$ cat config.mk
export PLATFORM = sky130hd
export DESIGN_NAME = scan_target_proximity_check
export DESIGN_NICKNAME = d
export VERILOG_FILES = /design/src/rtl/stpc_pkg.sv /design/src/rtl/scan_target_proximity_check.sv
export SDC_FILE = /design/constraint.sdc
export NUM_CORES = 2
export LEC_CHECK = 0
export ABC_AREA = 1
export BUFFER_PORTS_ARGS = -buffer_cell sky130_fd_sc_hd__buf_2
export CORE_UTILIZATION = 35
export CTS_BUF_LIST = sky130_fd_sc_hd__clkbuf_4 sky130_fd_sc_hd__clkbuf_8
export DETAILED_ROUTE_END_ITERATION = 16
export GPL_TIMING_DRIVEN = 0
export SLEW_MARGIN = 20
export SYNTH_ARGS = -nofsm -noshare
export SYNTH_HDL_FRONTEND = slang
export SYNTH_SLANG_ARGS = --single-unit
export TNS_END_PERCENT = 50
$ cat constraint.sdc
create_clock -name clk_i -period 9.4 [get_ports clk_i]
set_input_delay 0.94 -clock clk_i [delete_from_list [all_inputs] [get_ports clk_i]]
set_output_delay 0.94 -clock clk_i [all_outputs]
set_load 0.05 [all_outputs]
$ cat src/rtl/stpc_pkg.sv
// Shared constants for the scan target proximity check.
// Holds field widths, register indexes, reset values and the CORDIC arctangent table.
// No dependencies.
`default_nettype none

package stpc_pkg;

  localparam int unsigned CfgAddrW = 2;
  localparam int unsigned CfgDataW = 16;

  localparam logic [CfgAddrW-1:0] CFG_START_ANGLE = 2'd0;
  localparam logic [CfgAddrW-1:0] CFG_ANGLE_STEP  = 2'd1;
  localparam logic [CfgAddrW-1:0] CFG_HIT_RADIUS  = 2'd2;

  localparam logic [15:0] START_ANGLE_RST = 16'h8000;
  localparam logic [15:0] ANGLE_STEP_RST  = 16'd182;
  localparam logic [15:0] HIT_RADIUS_RST  = 16'd300;

  localparam int unsigned InDataW  = 192;
  localparam int unsigned OutDataW = 80;

  localparam logic signed [31:0] CORDIC_X0 = 32'sd652032874;

  function automatic logic signed [31:0] stpc_atan(input logic [4:0] idx);
    logic signed [31:0] v;
    unique case (idx)
      5'd0:    v = 32'sh20000000;
      5'd1:    v = 32'sh12E4051E;
      5'd2:    v = 32'sh09FB385B;
      5'd3:    v = 32'sh051111D4;
      5'd4:    v = 32'sh028B0D43;
      5'd5:    v = 32'sh0145D7E1;
      5'd6:    v = 32'sh00A2F61E;
      5'd7:    v = 32'sh00517C55;
      5'd8:    v = 32'sh0028BE53;
      5'd9:    v = 32'sh00145F2F;
      5'd10:   v = 32'sh000A2F98;
      5'd11:   v = 32'sh000517CC;
      5'd12:   v = 32'sh00028BE6;
      5'd13:   v = 32'sh000145F3;
      5'd14:   v = 32'sh0000A2FA;
      5'd15:   v = 32'sh0000517D;
      5'd16:   v = 32'sh000028BE;
      5'd17:   v = 32'sh0000145F;
      5'd18:   v = 32'sh00000A30;
      5'd19:   v = 32'sh00000518;
      5'd20:   v = 32'sh0000028C;
      5'd21:   v = 32'sh00000146;
      5'd22:   v = 32'sh000000A3;
      5'd23:   v = 32'sh00000051;
      default: v = 32'sh00000000;
    endcase
    return v;
  endfunction

endpackage

`default_nettype wire

$ cat src/rtl/scan_target_proximity_check.sv
// Scan target proximity check: per-beam CORDIC projection and hit test, result per scan.
// Depends on stpc_pkg.
//
// Channel   Dir  Signals                               Contents
// s_axis    in   tvalid tready tdata tlast             one lidar beam request
// m_axis    out  tvalid tready tdata tuser             one result per scan
// cfg       in   cfg_we_i cfg_addr_i cfg_wdata_i       register writes
//
// A beam holds s_axis_tready low from its accept until the sequencer is back in idle, so the
// block takes no new beam before it is through with the last one; a last beam adds the output
// state, and on a hit scan the velocity squares and the speed square root. One shared multiplier,
// one CORDIC rotate stage and one square-root step unit are reused under the sequencer.
// Reset clears the sticky hit flag, the output valid and restores register defaults.
// A pending result stalls the last beam in its output state until m_axis_tready.
`default_nettype none

module scan_target_proximity_check #(
  parameter int unsigned MAX_BEAMS       = 2048,
  parameter int unsigned TRIG_ITERATIONS = 16
) (
  input  wire logic                             clk_i,
  input  wire logic                             rst_ni,
  input  wire logic                             s_axis_tvalid,
  output logic                                  s_axis_tready,
  // beam_index, beam_range_mm, ego_x_mm, ego_y_mm, ego_heading, target_x_mm,
  // target_y_mm, target_heading, target_vx_mm_s, target_vy_mm_s, zero fill
  input  wire logic [stpc_pkg::InDataW-1:0]     s_axis_tdata,
  input  wire logic                             s_axis_tlast,
  output logic                                  m_axis_tvalid,
  input  wire logic                             m_axis_tready,
  // out_x_mm, out_y_mm, out_heading, out_speed_mm_s
  output logic [stpc_pkg::OutDataW-1:0]         m_axis_tdata,
  // detected
  output logic                                  m_axis_tuser,
  input  wire logic                             cfg_we_i,
  input  wire logic [stpc_pkg::CfgAddrW-1:0]    cfg_addr_i,
  input  wire logic [stpc_pkg::CfgDataW-1:0]    cfg_wdata_i
);
  import stpc_pkg::*;

  localparam logic [3:0] S_IDLE = 4'd0;
  localparam logic [3:0] S_ANG  = 4'd1;
  localparam logic [3:0] S_FOLD = 4'd2;
  localparam logic [3:0] S_CORD = 4'd3;
  localparam logic [3:0] S_MULC = 4'd4;
  localparam logic [3:0] S_MULS = 4'd5;
  localparam logic [3:0] S_DIFF = 4'd6;
  localparam logic [3:0] S_SQX  = 4'd7;
  localparam logic [3:0] S_SQY  = 4'd8;
  localparam logic [3:0] S_CMP  = 4'd9;
  localparam logic [3:0] S_VX   = 4'd10;
  localparam logic [3:0] S_VY   = 4'd11;
  localparam logic [3:0] S_SQRT = 4'd12;
  localparam logic [3:0] S_OUT  = 4'd13;

  localparam logic [4:0] LastIter = 5'(TRIG_ITERATIONS - 1);

  logic [3:0]  state_q, state_d;
  logic [15:0] start_q, step_q, radius_q;
  logic        seen_q, seen_d;
  logic        det_q, det_d;

  logic [10:0]        idx_q;
  logic [15:0]        range_q, eh_q, th_q;
  logic signed [23:0] ex_q, ey_q, tx_q, ty_q;
  logic signed [15:0] vx_q, vy_q;
  logic               last_q;

  logic [15:0]        ang_q, ang_d;
  logic signed [31:0] x_q, x_d, y_q, y_d, z_q, z_d;
  logic               neg_q, neg_d;
  logic [4:0]         it_q, it_d;
  logic signed [17:0] offx_q, offx_d, offy_q, offy_d;
  logic signed [26:0] dx_q, dx_d, dy_q, dy_d;
  logic [31:0]        r2_q, r2_d;
  logic [53:0]        acc_q, acc_d;
  logic [31:0]        v_q, v_d, r_q, r_d, bit_q, bit_d;

  logic               m_valid_q, m_valid_d;
  logic [OutDataW-1:0] m_data_q, m_data_d;
  logic               m_user_q, m_user_d;

  logic signed [31:0] mul_a;
  logic signed [26:0] mul_b;
  logic signed [58:0] prod;
  logic signed [58:0] prod_rnd;
  logic signed [31:0] xs, ys, zfold, trig;
  logic [32:0]        sq_trial;
  logic               in_acc, in_range, hit_now;

  assign in_acc        = s_axis_tvalid && s_axis_tready;
  assign s_axis_tready = (state_q == S_IDLE);
  assign m_axis_tvalid = m_valid_q;
  assign m_axis_tdata  = m_data_q;
  assign m_axis_tuser  = m_user_q;

  assign prod     = mul_a * mul_b;
  assign prod_rnd = prod + 59'sd536870912;
  assign xs       = x_q >>> it_q;
  assign ys       = y_q >>> it_q;
  assign zfold    = $signed({ang_q, 16'h0000});
  assign trig     = neg_q ? -x_q : x_q;
  assign sq_trial = {1'b0, r_q} + {1'b0, bit_q};
  assign in_range = {21'd0, idx_q} < 32'(MAX_BEAMS);
  assign hit_now  = in_range && (acc_q < {22'd0, r2_q});

  always_comb begin
    mul_a = '0;
    mul_b = '0;
    unique case (state_q)
      S_ANG: begin
        mul_a = $signed({16'd0, step_q});
        mul_b = $signed({16'd0, idx_q});
      end
      S_MULC: begin
        mul_a = trig;
        mul_b = $signed({11'd0, range_q});
      end
      S_MULS: begin
        mul_a = neg_q ? -y_q : y_q;
        mul_b = $signed({11'd0, range_q});
      end
      S_DIFF: begin
        mul_a = $signed({16'd0, radius_q});
        mul_b = $signed({11'd0, radius_q});
      end
      S_SQX: begin
        mul_a = 32'(dx_q);
        mul_b = dx_q;
      end
      S_SQY: begin
        mul_a = 32'(dy_q);
        mul_b = dy_q;
      end
      S_VX: begin
        mul_a = 32'(vx_q);
        mul_b = 27'(vx_q);
      end
      S_VY: begin
        mul_a = 32'(vy_q);
        mul_b = 27'(vy_q);
      end
      default: begin
        mul_a = '0;
        mul_b = '0;
      end
    endcase
  end

  always_comb begin
    state_d   = state_q;
    seen_d    = seen_q;
    det_d     = det_q;
    ang_d     = ang_q;
    x_d       = x_q;
    y_d       = y_q;
    z_d       = z_q;
    neg_d     = neg_q;
    it_d      = it_q;
    offx_d    = offx_q;
    offy_d    = offy_q;
    dx_d      = dx_q;
    dy_d      = dy_q;
    r2_d      = r2_q;
    acc_d     = acc_q;
    v_d       = v_q;
    r_d       = r_q;
    bit_d     = bit_q;
    m_valid_d = m_valid_q && !m_axis_tready;
    m_data_d  = m_data_q;
    m_user_d  = m_user_q;
    unique case (state_q)
      S_IDLE: begin
        if (in_acc) begin
          state_d = S_ANG;
        end
      end
      S_ANG: begin
        ang_d   = eh_q + start_q + prod[15:0];
        state_d = S_FOLD;
      end
      S_FOLD: begin
        x_d  = CORDIC_X0;
        y_d  = '0;
        it_d = '0;
        if (zfold > 32'sh40000000 || zfold < -32'sh40000000) begin
          z_d   = zfold ^ 32'sh80000000;
          neg_d = 1'b1;
        end else begin
          z_d   = zfold;
          neg_d = 1'b0;
        end
        state_d = S_CORD;
      end
      S_CORD: begin
        if (z_q >= 0) begin
          x_d = x_q - ys;
          y_d = y_q + xs;
          z_d = z_q - stpc_atan(it_q);
        end else begin
          x_d = x_q + ys;
          y_d = y_q - xs;
          z_d = z_q + stpc_atan(it_q);
        end
        it_d = it_q + 5'd1;
        if (it_q == LastIter) begin
          state_d = S_MULC;
        end
      end
      S_MULC: begin
        offx_d  = prod_rnd[47:30];
        state_d = S_MULS;
      end
      S_MULS: begin
        offy_d  = prod_rnd[47:30];
        state_d = S_DIFF;
      end
      S_DIFF: begin
        dx_d    = 27'(ex_q) + 27'(offx_q) - 27'(tx_q);
        dy_d    = 27'(ey_q) + 27'(offy_q) - 27'(ty_q);
        r2_d    = prod[31:0];
        state_d = S_SQX;
      end
      S_SQX: begin
        acc_d   = {1'b0, prod[52:0]};
        state_d = S_SQY;
      end
      S_SQY: begin
        acc_d   = acc_q + {1'b0, prod[52:0]};
        state_d = S_CMP;
      end
      S_CMP: begin
        if (last_q) begin
          det_d  = seen_q || hit_now;
          seen_d = 1'b0;
          if (seen_q || hit_now) begin
            state_d = S_VX;
          end else begin
            state_d = S_OUT;
          end
        end else begin
          seen_d  = seen_q || hit_now;
          state_d = S_IDLE;
        end
      end
      S_VX: begin
        acc_d   = {22'd0, prod[31:0]};
        state_d = S_VY;
      end
      S_VY: begin
        v_d     = acc_q[31:0] + prod[31:0];
        r_d     = '0;
        bit_d   = 32'h4000_0000;
        state_d = S_SQRT;
      end
      S_SQRT: begin
        if ({1'b0, v_q} >= sq_trial) begin
          v_d = v_q - sq_trial[31:0];
          r_d = (r_q >> 1) + bit_q;
        end else begin
          r_d = r_q >> 1;
        end
        bit_d = bit_q >> 2;
        if (bit_q == 32'd1) begin
          state_d = S_OUT;
        end
      end
      S_OUT: begin
        if (!m_valid_q || m_axis_tready) begin
          m_valid_d = 1'b1;
          m_user_d  = det_q;
          if (det_q) begin
            m_data_d = {r_q[15:0], th_q, ty_q, tx_q};
          end else begin
            m_data_d = '0;
          end
          state_d = S_IDLE;
        end
      end
      default: state_d = S_IDLE;
    endcase
  end

  always_ff @(posedge clk_i or negedge rst_ni) begin
    if (!rst_ni) begin
      state_q   <= S_IDLE;
      seen_q    <= 1'b0;
      det_q     <= 1'b0;
      m_valid_q <= 1'b0;
      start_q   <= START_ANGLE_RST;
      step_q    <= ANGLE_STEP_RST;
      radius_q  <= HIT_RADIUS_RST;
    end else begin
      state_q   <= state_d;
      seen_q    <= seen_d;
      det_q     <= det_d;
      m_valid_q <= m_valid_d;
      if (cfg_we_i) begin
        unique case (cfg_addr_i)
          CFG_START_ANGLE: start_q  <= cfg_wdata_i;
          CFG_ANGLE_STEP:  step_q   <= cfg_wdata_i;
          CFG_HIT_RADIUS:  radius_q <= cfg_wdata_i;
          default: ;
        endcase
      end
    end
  end

  always_ff @(posedge clk_i) begin
    if (in_acc) begin
      idx_q   <= s_axis_tdata[10:0];
      range_q <= s_axis_tdata[26:11];
      ex_q    <= s_axis_tdata[50:27];
      ey_q    <= s_axis_tdata[74:51];
      eh_q    <= s_axis_tdata[90:75];
      tx_q    <= s_axis_tdata[114:91];
      ty_q    <= s_axis_tdata[138:115];
      th_q    <= s_axis_tdata[154:139];
      vx_q    <= s_axis_tdata[170:155];
      vy_q    <= s_axis_tdata[186:171];
      last_q  <= s_axis_tlast;
    end
    ang_q    <= ang_d;
    x_q      <= x_d;
    y_q      <= y_d;
    z_q      <= z_d;
    neg_q    <= neg_d;
    it_q     <= it_d;
    offx_q   <= offx_d;
    offy_q   <= offy_d;
    dx_q     <= dx_d;
    dy_q     <= dy_d;
    r2_q     <= r2_d;
    acc_q    <= acc_d;
    v_q      <= v_d;
    r_q      <= r_d;
    bit_q    <= bit_d;
    m_data_q <= m_data_d;
    m_user_q <= m_user_d;
  end

endmodule

`default_nettype wire

==> results.txt <==
The area of the die came out at 233000 sq um. The sum of net half-perimeters after detailed placement came out at between 200000 and 300000 um. The number of CTS-inserted buffers is 136. The first-iteration detailed-routing DRC count came out at 7166. Summing all flip-flop and latch instances after layout gives 21200 sq um. By area the synthesized netlist is led by sky130_fd_sc_hd__edfxtp_1 24%, sky130_fd_sc_hd__fa_1 22%, sky130_fd_sc_hd__inv_1 11%, sky130_fd_sc_hd__nand2_1 10%, sky130_fd_sc_hd__ha_1 7.5%. For the pin with the worst max-slew slack, the measured transition is 1270 ps. The critical path is of the reg2reg type. The maximum count of clock buffers along a single path is 3. The largest stage delay on the critical path is 600 ps. STA puts the critical path data arrival time at 11090 ps. The count of endpoints failing hold in the final timing report came out at 0. The maximum clock frequency is 95.3 MHz. The initialized floorplan defines ~180 standard-cell rows. The post-route non-filler standard cell count is between 10000 and 15000.

The number of vias per cell after detailed routing came out at between 5 and 6. The CTS tree is done. The checks that failed: setup timing. The number of enable flip-flop cells after synthesis came out at approximately 640. For this configuration, the core starts out at a cell density of 0.352. After synthesis, the share of flip-flops with an asynchronous set or reset is 0.0758.

The library cell with the largest summed area after synthesis is sky130_fd_sc_hd__edfxtp_1. The die span in y came out at 483 um. The synthesized flop and latch total is 726. Fill cells in the final layout number 22984. The multi-input combinational cell area came out at 53800 sq um. For this run, the number of Yosys warnings is 0.

In this run the worst hold path is classified as in2async. After detailed routing, the average wire length per cell comes to between 20 and 25 um. The number of instances in the synthesized netlist is 10028. The first detailed-routing pass ran for 5 iterations.

STA puts the critical path data required time at 10000 ps. In this run the standard cell core region covers 230000 sq um. The via count of the first global-routing pass came out at 73522. The worst clock skew is 109 ps.

The H-tree depth reported by CTS is 4. For this run, the post-layout net count is 12455. The run finished, with violations left.

The max-slew violation count came to 0. The post-placement cell count came out at 13388. The first global-routing pass estimated 483000 um of wire. The final number of setup-violating endpoints is 78. The setup total negative slack came out at -40130 ps. Once detail routing completed, the nets flagged for antenna violations numbered 0. The width of the die is a little under 500 um.

The maximum fanout along the worst path came out at 10. In the post-synthesis netlist, the cell with the most instances is sky130_fd_sc_hd__inv_1. The headroom to the max-slew limit is 0.156. The type of element capturing the critical path is a flip-flop.

Clock tree synthesis selected as its root buffer the cell sky130_fd_sc_hd__clkbuf_8. Buffers inserted to repair hold after CTS numbered 0. The maximum number of pins on one net before global-route repair is 56. Setup repair after global routing could not meet its margin everywhere. The shortest clock period the worst path allows after layout is between 10000 and 15000 ps. The ratio of cells with drive above 1 in the final layout came out at 0.169. The cell with the largest stage delay on the worst path is sky130_fd_sc_hd__fa_2.

The number of violations of the max-capacitance limit came out at 0. For this design the top-level I/O count stands at ~300. The netlist uses 88 different library cells. Of the synthesized area, sequential elements account for 0.262.

Ranked by instance count, the synthesized netlist is headed by 2302 x sky130_fd_sc_hd__inv_1, 2227 x sky130_fd_sc_hd__nand2_1, 890 x sky130_fd_sc_hd__fa_1. The total number of clock tree sinks is 726. The portion of synthesized cell area occupied by the leading cell type came out at 0.238. The total standard cell area after synthesis came out at 80900 sq um. The worst setup margin came out at -1090 ps. Measured in cells, the most critical reg-to-reg path has a length of 45. In the finished design, the share of the clock period the worst path needs comes to 1.12. After clock tree synthesis, the clock-pin slew on the worst setup and hold paths is roughly 60 ps.

The later-pin clock latency in the skew report came out at 940 ps. The number of I/O port buffers is 293. In the synthesized netlist the dominant register cell turns out to be sky130_fd_sc_hd__edfxtp_1. For this run, design rule violations remaining after detail routing come to 0. The net count after synthesis came out at between 10000 and 15000. The overall track demand over capacity in global routing came out at 0.284. The number of vias in the routed layout is 73175. The post-synthesis average cell area is 8.07 sq um. The final global-route overflow total came out at 0. The area growth from synthesis to layout came out at 20.8%.

The initial antenna violation count came out at 33. The congestion estimate from routability-driven global placement came to 1.02. STA classifies the critical path startpoint as a flip-flop.

The final routed wirelength across all metal layers is around 330000 um. Across all hold checks on the routed design, the worst slack comes to 149 ps.
## cell type report
type / instances / area share
clock buffers: 175 / 0.0225
inverters: 2332 / 0.0905
plain buffers: 278 / 0.0204
diodes: 8 / 0.000205
multi-input cells: 6690 / 0.550
repair buffers: 699 / 0.0548
flip-flops and latches: 726 / 0.217
well taps: 3026 / 0.0387
clock inverters: 71 / 0.00550
## stage by stage
| stage | setup slack, ps | instance area, sq um | util |
|---|---|---|---|
| 6_report | -1090 | 97800 | 0.425 |
| 5_1_grt | -1320 | 97800 | 0.425 |
| 4_1_cts | -917 | 95900 | 0.417 |
| 3_5_place_dp | -4060 | 87100 | 0.379 |
| 3_3_place_gp | -5700 | 86200 | 0.375 |
| 2_1_floorplan | -586 | 80900 | - |
## repair_timing
item / 4_1_cts / 5_1_grt
setup buffers: 249 / 112
gates resized for setup: 942 / 278
pin swaps: 212 / 173
gates cloned: 3 / 1
endpoints found under the setup margin: 133 / 95
## state kept, by name (all words and copies together), names as in the netlist, 18 cells and up, named ones only
register / flops
z_q: 32
r2_q: 32
dy_q: 26
offy_q: 18
m_axis_tdata: 80
y_q: 32
ex_q: 24
acc_q: 54
x_q: 32
ey_q: 24
r_q: 32
tx_q: 24
offx_q: 18
v_q: 32
dx_q: 26
ty_q: 24
## worst max-delay path: cells and delay by family (launching register included)
kind / cells / cell delay [ps]
fa+ha+maj: 9 / 4220
compound gates: 15 / 3130
buf+inv: 14 / 1620
simple gates: 6 / 510
flops: 1 / 440
xor+xnor: 1 / 230
## per-layer routing
metal,track usage,vias to the layer above,part of all wire
met5,0,-,0.00037
met4,0.140,18,0.059
met3,0.0536,701,0.087
met2,0.454,3500,0.45
met1,0.368,35829,0.40
li1,-,33127,-
## worst paths after layout
path | start | endpoint | slack [ps]
max | state_q[0]$_DFFE_PN0P_ | acc_q[52]$_DFFE_PP_ | -1090
min | rst_ni | radius_q[12]$_DFFE_PN0P_ | 150
max reg2reg | state_q[0]$_DFFE_PN0P_ | acc_q[52]$_DFFE_PP_ | -1090
min reg2reg | th_q[9]$_DFFE_PP_ | m_axis_tdata[57]$_SDFFCE_PN0P_ | 480
max in group asynchronous | rst_ni | state_q[1]$_DFFE_PN0P_ | 8630
min in group clk_i | s_axis_tdata[21] | range_q[10]$_DFFE_PP_ | 180
## kinds of logic after synthesis
logic type,synth area share
AO/OA/AOI/OAI,0.107
flip-flops,0.262
multiplexers,0.00309
XOR/XNOR,0.0355
adder cells (fa/ha/maj),0.295
AND/OR/NAND/NOR,0.173
other,0.0000463
buffers and inverters,0.123
## layout by cell type (no fill, tap or decap), types with 49 or more instances in the layout
cell type,netlist,routed
sky130_fd_sc_hd__xnor2_1,120,107
sky130_fd_sc_hd__nand2_1,2227,2155
sky130_fd_sc_hd__nor3_1,72,63
sky130_fd_sc_hd__a21oi_1,536,463
sky130_fd_sc_hd__nor2_1,637,549
sky130_fd_sc_hd__nand2_2,8,64
sky130_fd_sc_hd__clkbuf_1,160,81
sky130_fd_sc_hd__ha_4,0,64
sky130_fd_sc_hd__nand4_1,64,64
sky130_fd_sc_hd__fa_1,890,840
sky130_fd_sc_hd__clkbuf_4,0,52
sky130_fd_sc_hd__inv_1,2302,2206
sky130_fd_sc_hd__nor2_2,10,59
sky130_fd_sc_hd__edfxtp_1,641,641
sky130_fd_sc_hd__ha_1,486,416
sky130_fd_sc_hd__a21oi_2,1,52
sky130_fd_sc_hd__nand3_1,312,283
sky130_fd_sc_hd__buf_4,14,353
sky130_fd_sc_hd__buf_2,70,328
sky130_fd_sc_hd__fa_2,0,50
sky130_fd_sc_hd__inv_2,26,99
sky130_fd_sc_hd__clkbuf_8,0,156
sky130_fd_sc_hd__o21ai_1,85,116
sky130_fd_sc_hd__o211ai_1,49,49
sky130_fd_sc_hd__buf_6,6,51
sky130_fd_sc_hd__xor2_1,204,172
sky130_fd_sc_hd__o21ai_0,524,457
Power is not shown: default switching activity piles up to over one toggle a cycle in this logic, so the estimate is an artifact.
